`src/sv/hadamard_gf256_inverse_unit_assert.svh`:
```
// Assertion macros for the Hadamard GF(2^8) inverse unit.
`ifndef HADAMARD_GF256_INVERSE_UNIT_ASSERT_SVH
`define HADAMARD_GF256_INVERSE_UNIT_ASSERT_SVH

// Plain property check, clocked on clk, off during reset.
`define HGI_ASSERT(lbl, prop, msg) \
	lbl: assert property (@(posedge clk) disable iff (!arst_n) (prop)) else $error(msg);

// Same-cycle implication check.
`define HGI_ASSERT_IMP(lbl, ante, cons, msg) \
	lbl: assert property (@(posedge clk) disable iff (!arst_n) (ante) |-> (cons)) \
		else $error(msg);

`endif

```
`src/sv/hgi_pkg.sv`:
```
// Package: field arithmetic, matrix types and codes of the inverse unit.
package hgi_pkg;

	typedef logic [3:0][7:0] row_t;
	typedef logic [3:0][3:0][7:0] mat_t;

	typedef enum logic [1:0] {
		ST_OK           = 2'd0,
		ST_SINGULAR     = 2'd1,
		ST_ZERO_ENTRY   = 2'd2,
		ST_NOT_HADAMARD = 2'd3
	} status_t;

	// pipeline control handed to each section
	typedef struct packed {
		logic adv;
		logic valid;
	} pipe_ctl_t;

	localparam logic [8:0] FIELD_POLY_RESET = 9'd357;
	localparam logic       REG_FIELD_POLY   = 1'b0;

	// carry-less product reduced by x^8 + low
	function automatic logic [7:0] gf_mul(input logic [7:0] a, input logic [7:0] b,
			input logic [7:0] low);
		logic [14:0] p;
		logic [14:0] md;
		p  = '0;
		md = {6'd0, 1'b1, low};
		for (int i = 0; i < 8; i++) begin
			if (b[i])
				p = p ^ ({7'd0, a} << i);
		end
		for (int i = 14; i >= 8; i--) begin
			if (p[i])
				p = p ^ (md << (i - 8));
		end
		return p[7:0];
	endfunction

	// row/column index after removing one line
	function automatic logic [1:0] skip_idx(input logic [1:0] k, input logic [1:0] skip);
		return (k >= skip) ? k + 2'd1 : k;
	endfunction

endpackage

```
`src/sv/hgi_inv.sv`:
```
// det^254 by a squaring chain: one square and one product per stage.
module hgi_inv import hgi_pkg::*; (
	input  logic       clk,
	input  logic       arst_n,
	input  pipe_ctl_t  ctl,
	input  mat_t       minors_in,
	input  logic [7:0] det_in,
	input  logic [7:0] poly_low,
	output logic       valid,
	output mat_t       minors,
	output logic [7:0] det,
	output logic [7:0] scale
);

	localparam int Steps = 7;

	// index 0 holds det^2 and sc = 1; each later index one step further
	logic       v_sc [Steps+1];
	logic [7:0] pw_sc [Steps];
	logic [7:0] sc_sc [Steps+1];
	logic [7:0] det_sc [Steps+1];
	mat_t       minor_sc [Steps+1];

	always_ff @(posedge clk or negedge arst_n) begin
		if (!arst_n) begin
			for (int k = 0; k <= Steps; k++)
				v_sc[k] <= 1'b0;
		end else if (ctl.adv) begin
			v_sc[0] <= ctl.valid;
			for (int k = 1; k <= Steps; k++)
				v_sc[k] <= v_sc[k-1];
		end
	end

	always_ff @(posedge clk) begin
		if (ctl.adv) begin
			pw_sc[0]    <= gf_mul(det_in, det_in, poly_low);
			sc_sc[0]    <= 8'd1;
			det_sc[0]   <= det_in;
			minor_sc[0] <= minors_in;
			for (int k = 1; k <= Steps; k++) begin
				sc_sc[k]    <= gf_mul(sc_sc[k-1], pw_sc[k-1], poly_low);
				det_sc[k]   <= det_sc[k-1];
				minor_sc[k] <= minor_sc[k-1];
			end
			// the last square is never needed
			for (int k = 1; k < Steps; k++)
				pw_sc[k] <= gf_mul(pw_sc[k-1], pw_sc[k-1], poly_low);
		end
	end

	assign valid  = v_sc[Steps];
	assign minors = minor_sc[Steps];
	assign det    = det_sc[Steps];
	assign scale  = sc_sc[Steps];

endmodule

```
`config.mk`:
```
export PLATFORM = sky130hd
export DESIGN_NAME = hgi_inv
export DESIGN_NICKNAME = d
export VERILOG_FILES = /design/src/sv/hadamard_gf256_inverse_unit_assert.svh /design/src/sv/hgi_pkg.sv /design/src/sv/hgi_inv.sv
export SDC_FILE = /design/constraint.sdc
export NUM_CORES = 2
export LEC_CHECK = 0
export ABC_AREA = 1
export BUFFER_PORTS_ARGS = -buffer_cell sky130_fd_sc_hd__buf_4
export CAP_MARGIN = 15
export CORE_MARGIN = 10
export CORE_UTILIZATION = 53
export DETAILED_ROUTE_END_ITERATION = 16
export PLACE_DENSITY_LB_ADDON = 0.12
export SLEW_MARGIN = 20
export SYNTH_ARGS = -nofsm -noshare
export SYNTH_HDL_FRONTEND = slang
export SYNTH_SLANG_ARGS = --single-unit
```
`constraint.sdc`:
```
create_clock -name clk -period 3 [get_ports clk]
set_input_delay 0.6 -clock clk [delete_from_list [all_inputs] [get_ports clk]]
set_output_delay 0.6 -clock clk [all_outputs]
set_load 0.05 [all_outputs]
```
# == Word-level counts from Yosys, hierarchy flattened ==
# Memory sizes are Yosys's and may differ from the RTL's.
# Index checks and enable logic that the tools add are counted.
# totals
register_bits,8
ram_bits,1208
input_bits,148
output_inout_bits,145
wordCells,630
memories,4
# memory_table
name,words,word_bits,rd,rd_clocked_by_memory_dff,write_ports,line_no,source
minor_sc,8,128,8,0,8,hgi_inv.sv:22,mat_t minor_sc [Steps+1];
det_sc,8,8,8,0,8,hgi_inv.sv:21,logic [7:0] det_sc [Steps+1];
sc_sc,8,8,8,0,8,hgi_inv.sv:20,logic [7:0] sc_sc [Steps+1];
pw_sc,7,8,7,0,7,hgi_inv.sv:19,logic [7:0] pw_sc [Steps];
# classes
n_mux,422
bitwise_logic,196
# ops
op,count
15-bit 2-to-1 mux,210
14-bit 2-to-1 mux,28
13-bit 2-to-1 mux,28
12-bit 2-to-1 mux,28
8-bit 2-to-1 mux,42
11-bit 2-to-1 mux,28
10-bit 2-to-1 mux,28
9-bit 2-to-1 mux,28
15-bit by 10-bit bitwise XOR with 15-bit output,14
15-bit by 11-bit bitwise XOR with 15-bit output,14
15-bit by 12-bit bitwise XOR with 15-bit output,14
15-bit by 13-bit bitwise XOR with 15-bit output,14
15-bit by 14-bit bitwise XOR with 15-bit output,14
15-bit bitwise XOR,14
15-bit by 9-bit bitwise XOR with 15-bit output,14
14-bit bitwise XOR,14
13-bit bitwise XOR,14
12-bit bitwise XOR,14
11-bit bitwise XOR,14
10-bit bitwise XOR,14
9-bit bitwise XOR,14
8-bit bitwise XOR,14
1-bit 2-to-1 mux,2

# == Longest topological paths before layout ==
# An unclocked memory read counts as a cell.
# logic_depth
word_depth,45
ltp_mapped,27
depth_no_buf,26

# == Worst setup path after synthesis ==
# OpenSTA, ideal clock, no wires.
# synth_path
path_kind,in2reg
from,input port poly_low[7]
to,memory pw_sc[2][2] (data pin)
setup_time_ps,261
arrival_ps,2759
required_time_ps,2739
setup_slack_ps,-20
path_stages,15
path_buffers,1
path_cell_list,buf_6 -> nand2_2 -> nand2_8 -> inv_4 -> nand3b_4 -> nand2_4 -> nand2_1 -> xor2_1 -> xor2_2 -> nand2_2 -> xor2_4 -> nand2_2 -> xnor2_4 -> nand2_2 -> xor2_1
# synth_rtl
item,line_no,source
start: declaration,hgi_inv.sv:8,"input logic [7:0] poly_low,"
end: declaration,hgi_inv.sv:19,

==> impl_metrics.env <==
export IMPL_cp_start_kind="flip-flop"
export IMPL_worst_pin_slew_ns=0.704
export IMPL_synth_seq_cells=1208
export IMPL_cp_slowest_stage_delay_ns=0.50
export IMPL_grt_pass1_wl_um=179000
export IMPL_critPathMaxFanout=8
export IMPL_die_area_um2=119000
export IMPL_fmax_mhz=327
export IMPL_maxCapViolCount=0
export IMPL_synth_seq_area_share_pct=64.9
export IMPL_worstSetupPathType="reg2reg"
export IMPL_worst_setup_hold_path_clk_slew_ns=0.06
export IMPL_postRouteAntennaNets=0
export IMPL_critPathMostFrequentCell="nand2_2"
export IMPL_leading_register_cell_type_out_of_synthesis="edfxtp_1"
export IMPL_numPortBuffers=292
export IMPL_timing_max_slew_rel_slack_pct=53.1
export IMPL_grt_max_degree=133
export IMPL_cts_made_buffers=115
export IMPL_synth_simple_gate_area_share_pct=18.5
export IMPL_yosys_area_share_xor_xnor_pct=9.45
export IMPL_synth_async_sr_flop_share_pct=0.662
export IMPL_core_area_um2=105000
export IMPL_number_of_antenna_violations_at_the_first_check_in_global_routing=2
export IMPL_drt_total_wl_um=120000
export IMPL_synth_adder_area_share_pct=0
export IMPL_die_width_um=345
export IMPL_hold_path_class="in2reg"
export IMPL_violations="negative setup slack"
export IMPL_reg2reg_slack_ns=-0.06
export IMPL_vias_post_dr=35700
export IMPL_finalSetupTns_ns=-0.356
export IMPL_io_pins=293
export IMPL_die_height_um=345
export IMPL_fillerInstances=7891
export IMPL_endpoint_required_time_on_the_critical_path_ns=3.46
export IMPL_number_of_distinct_standard_cells_referenced_by_the_synthesized_netlist=44
export IMPL_clock_latency_ns=0.72
export IMPL_worstReg2RegEnd="sc_sc[0][23]$_DFFE_PP_"
export IMPL_cts_sinks=1208
export IMPL_cp_end_kind="flip-flop"
export IMPL_fin_skew_ns=0.0421
export IMPL_critical_path_buf_inv_count=4
export IMPL_final_hold_violation_count=0
export IMPL_first_iter_violations=2591
export IMPL_synth_warning_count=0
export IMPL_worst_r2r_cell_count=23
export IMPL_setup_violations=10
export IMPL_cts_tree="yes"
export IMPL_slew_violations=0
export IMPL_postLayoutSetupSlackWorst_ns=-0.0587
export IMPL_crit_end="sc_sc[0][23]$_DFFE_PP_"
export IMPL_worst_path_stages=23
export IMPL_avgSynthCellArea_um2=11.2
export IMPL_globalRouteTotalUtil_pct=19.2
export IMPL_cts_root_to_sink_buffers=3
export IMPL_crit_chain="buf_6 -> nand2_2 -> nand3_4 -> nand2_2 -> nand2_4 -> a21oi_2 -> nand2_2 -> a21oi_4 -> nand2_2 -> nand2_4 -> nand2_2 -> nand2_4 -> nand3_1 -> nand2_2 -> inv_2 -> nor2_4 -> inv_2 -> nand2_4 -> nand2_8 -> nand2_2 -> nand2_2 -> nand2_2 -> inv_1"
export IMPL_initial_utilization_pct=53.2
export IMPL_synth_nets=5156
export IMPL_outcome="complete, but fails checks"
export IMPL_place_detailed_hpwl_um=80000
export IMPL_synth_largest_type_area_fraction_pct=64.5
export IMPL_worst_path_dominant_cell_family="simple AND/OR/NAND/NOR gates"
export IMPL_drive_above_1_share_pct=28.8
export IMPL_yosys_mux_area_fraction_pct=0
export IMPL_area_growth_pct=23.0
export IMPL_nets=5740
export IMPL_post_route_drc_count=0
export IMPL_dpl_cell_area_um2=61000
export IMPL_syn_cell_area_um2=55800
export IMPL_grt_pass1_vias=33100
export IMPL_timing_rr_start="pw_sc[1][6]$_DFFE_PP_"
export IMPL_synth_top_cells_by_area="edfxtp_1 (65%), nand2_1 (11%), xor2_1 (5.1%)"
export IMPL_cts_root_buf="clkbuf_16"
export IMPL_postSynthCellCount=5008
export IMPL_route_detailed_wl_per_inst_um=16.9
export IMPL_fp_row_count=119
export IMPL_ctsHtreeMaxLevel=3
export IMPL_timing_final_crit_period_ns=3.06
export IMPL_timing_critical_path_from="pw_sc[1][6]$_DFFE_PP_"
export IMPL_timing_final_crit_share_pct=102
export IMPL_synth_top_area_cell="edfxtp_1"
export IMPL_fin_area_um2=68700
export IMPL_cpMaxStageDelayCell="edfxtp_1"
export IMPL_final_core_util_pct=65.4
export IMPL_combinational_family_with_the_most_area_after_synthesis="simple AND/OR/NAND/NOR gates"
export IMPL_detail_route_vias_per_cell=5.04
export IMPL_place_gp_congestion=0.873
export IMPL_synth_compound_gate_area_share_pct=1.11
export IMPL_rsz_0062_raised_after_global_routing="yes"
export IMPL_worst_endpoint_arrival_ns=3.52
export IMPL_dr_pass1_iters=6
export IMPL_grt_remaining_overflow=0
export IMPL_synth_edff_count=1200
timing repair:
| action | 4_1_cts | 5_1_grt |
|---|---|---|
| gates resized for setup | 13 | 729 |
| pin swaps | 1 | 291 |
| setup endpoints to repair | 38 | 78 |
| endpoints found under the hold margin | 37 | 0 |
| hold buffers | 30 | 0 |
| buffers inserted | 14 | 89 |
| gates cloned | 0 | 4 |
worst register-to-register path: stages (launching register included):
cell	delay, ns
edfxtp_1	0.50
buf_6	0.18
nand2_2	0.07
nand3_4	0.10
nand2_2	0.10
nand2_4	0.08
a21oi_2	0.16
nand2_2	0.11
a21oi_4	0.18
nand2_2	0.09
nand2_4	0.12
nand2_2	0.07
nand2_4	0.12
nand3_1	0.17
nand2_2	0.10
inv_2	0.04
nor2_4	0.14
inv_2	0.06
nand2_4	0.13
nand2_8	0.10
nand2_2	0.08
nand2_2	0.05
nand2_2	0.05
inv_1	0.04
worst min path at each step:
stage	slack [ns]	cells after the start	end	startpoint
2_1_floorplan	0.30	0	v_sc[1]$_DFFE_PN0P_	arst_n
3_3_place_gp	0.40	0	minor_sc[1][34]$_DFFE_PP_	minor_sc[0][418]$_DFFE_PP_
4_1_cts	0.00009	1	minor_sc[0][53]$_DFFE_PP_	minors_in[53]
3_5_place_dp	0.40	0	det_sc[1][0]$_DFFE_PP_	det_sc[0][24]$_DFFE_PP_
5_1_grt	0.0009	1	minor_sc[0][40]$_DFFE_PP_	minors_in[40]
6_report	0.05	1	minor_sc[0][17]$_DFFE_PP_	minors_in[17]
layer usage:
layer / GRT usage (%) / wire (um) / part of all wire, %
met1: 25.5 / 51300 / 43
met3: 2.97 / 6320 / 5.3
met5: 0 / 0 / 0
met4: 5.16 / 2910 / 2.4
met2: 32.6 / 59400 / 50
cell type report:
cell class / instances / area [um^2] / area share (%)
antenna: 1 / 2.50 / 0.00364
multi-input combinational: 3122 / 18700 / 27.2
timing repair buffer: 805 / 6800 / 9.91
sequential: 1208 / 36200 / 52.8
inverter: 340 / 1320 / 1.93
clock inverter: 87 / 891 / 1.30
tap: 1391 / 1740 / 2.53
clock buffer: 128 / 2960 / 4.31
cell usage in the layout (no fill, tap or decap), types with 8 or more instances in the layout:
| cell type | n |
|---|---|
| clkinv_1 | 30 |
| xnor2_2 | 22 |
| o21ai_0 | 28 |
| xor2_2 | 23 |
| xor2_1 | 306 |
| inv_4 | 8 |
| clkbuf_16 | 115 |
| nand2_2 | 262 |
| xnor2_1 | 219 |
| buf_6 | 62 |
| clkbuf_1 | 10 |
| dfrtp_1 | 8 |
| o21ai_2 | 14 |
| inv_2 | 57 |
| nand4_1 | 27 |
| nor2_2 | 28 |
| nor2_1 | 200 |
| nand2b_1 | 8 |
| buf_4 | 676 |
| o21bai_1 | 12 |
| buf_12 | 35 |
| nand3_1 | 289 |
| bufinv_16 | 12 |
| nand2_4 | 102 |
| nor2_4 | 18 |
| edfxtp_1 | 1200 |
| nand2_1 | 1336 |
| nand3b_1 | 42 |
| nand3_4 | 22 |
| o21ai_1 | 21 |
| clkinv_2 | 29 |
| inv_1 | 268 |
| dlygate4sd3_1 | 30 |
| nand3_2 | 82 |
flip-flops by register name, summed over array words and instances (netlist names):
signal,count
valid,1
minor_sc,1024
sc_sc,56
pw_sc,56
v_sc,7
det_sc,64
Yosys cell counts, types with 10 or more instances:
library cell     n
nand2_2         79
nand3_2         10
buf_6           11
buf_1           30
xor2_1         324
nor2_1         234
edfxtp_1      1200
a21oi_1         20
buf_4          169
xnor2_1        241
inv_2           18
o21bai_1        12
inv_1          318
buf_2           73
nand2_4         11
nand4_1         27
clkbuf_1        59
o21ai_1         18
nand2_1       1609
nand3b_1        42
nand3_1        382
o21ai_0         40
stage by stage:
stage	hold slack, ns	cells	setup slack, ns
floorplan	0.304	5008	0.00258
global placement	0.400	6732	-0.365
detailed placement	0.405	6732	-0.386
CTS	0.0000880	6991	0.00464
global route	0.000910	7082	-0.227
finish	0.0512	7082	-0.0587
logic make-up (layout without fill, tap and decap cells):
kind of cell / Yosys count / count (layout)
other: 0 / 1
DFF: 1208 / 1208
buffers and inverters: 682 / 1360
AOI/OAI and AO/OA: 105 / 105
xor gates and xnor gates: 581 / 581
and+or+nand+nor: 2432 / 2436
Power is left out: the tool's default activity adds up to more than one toggle a clock period on the data nets, which glitch-free logic cannot reach.
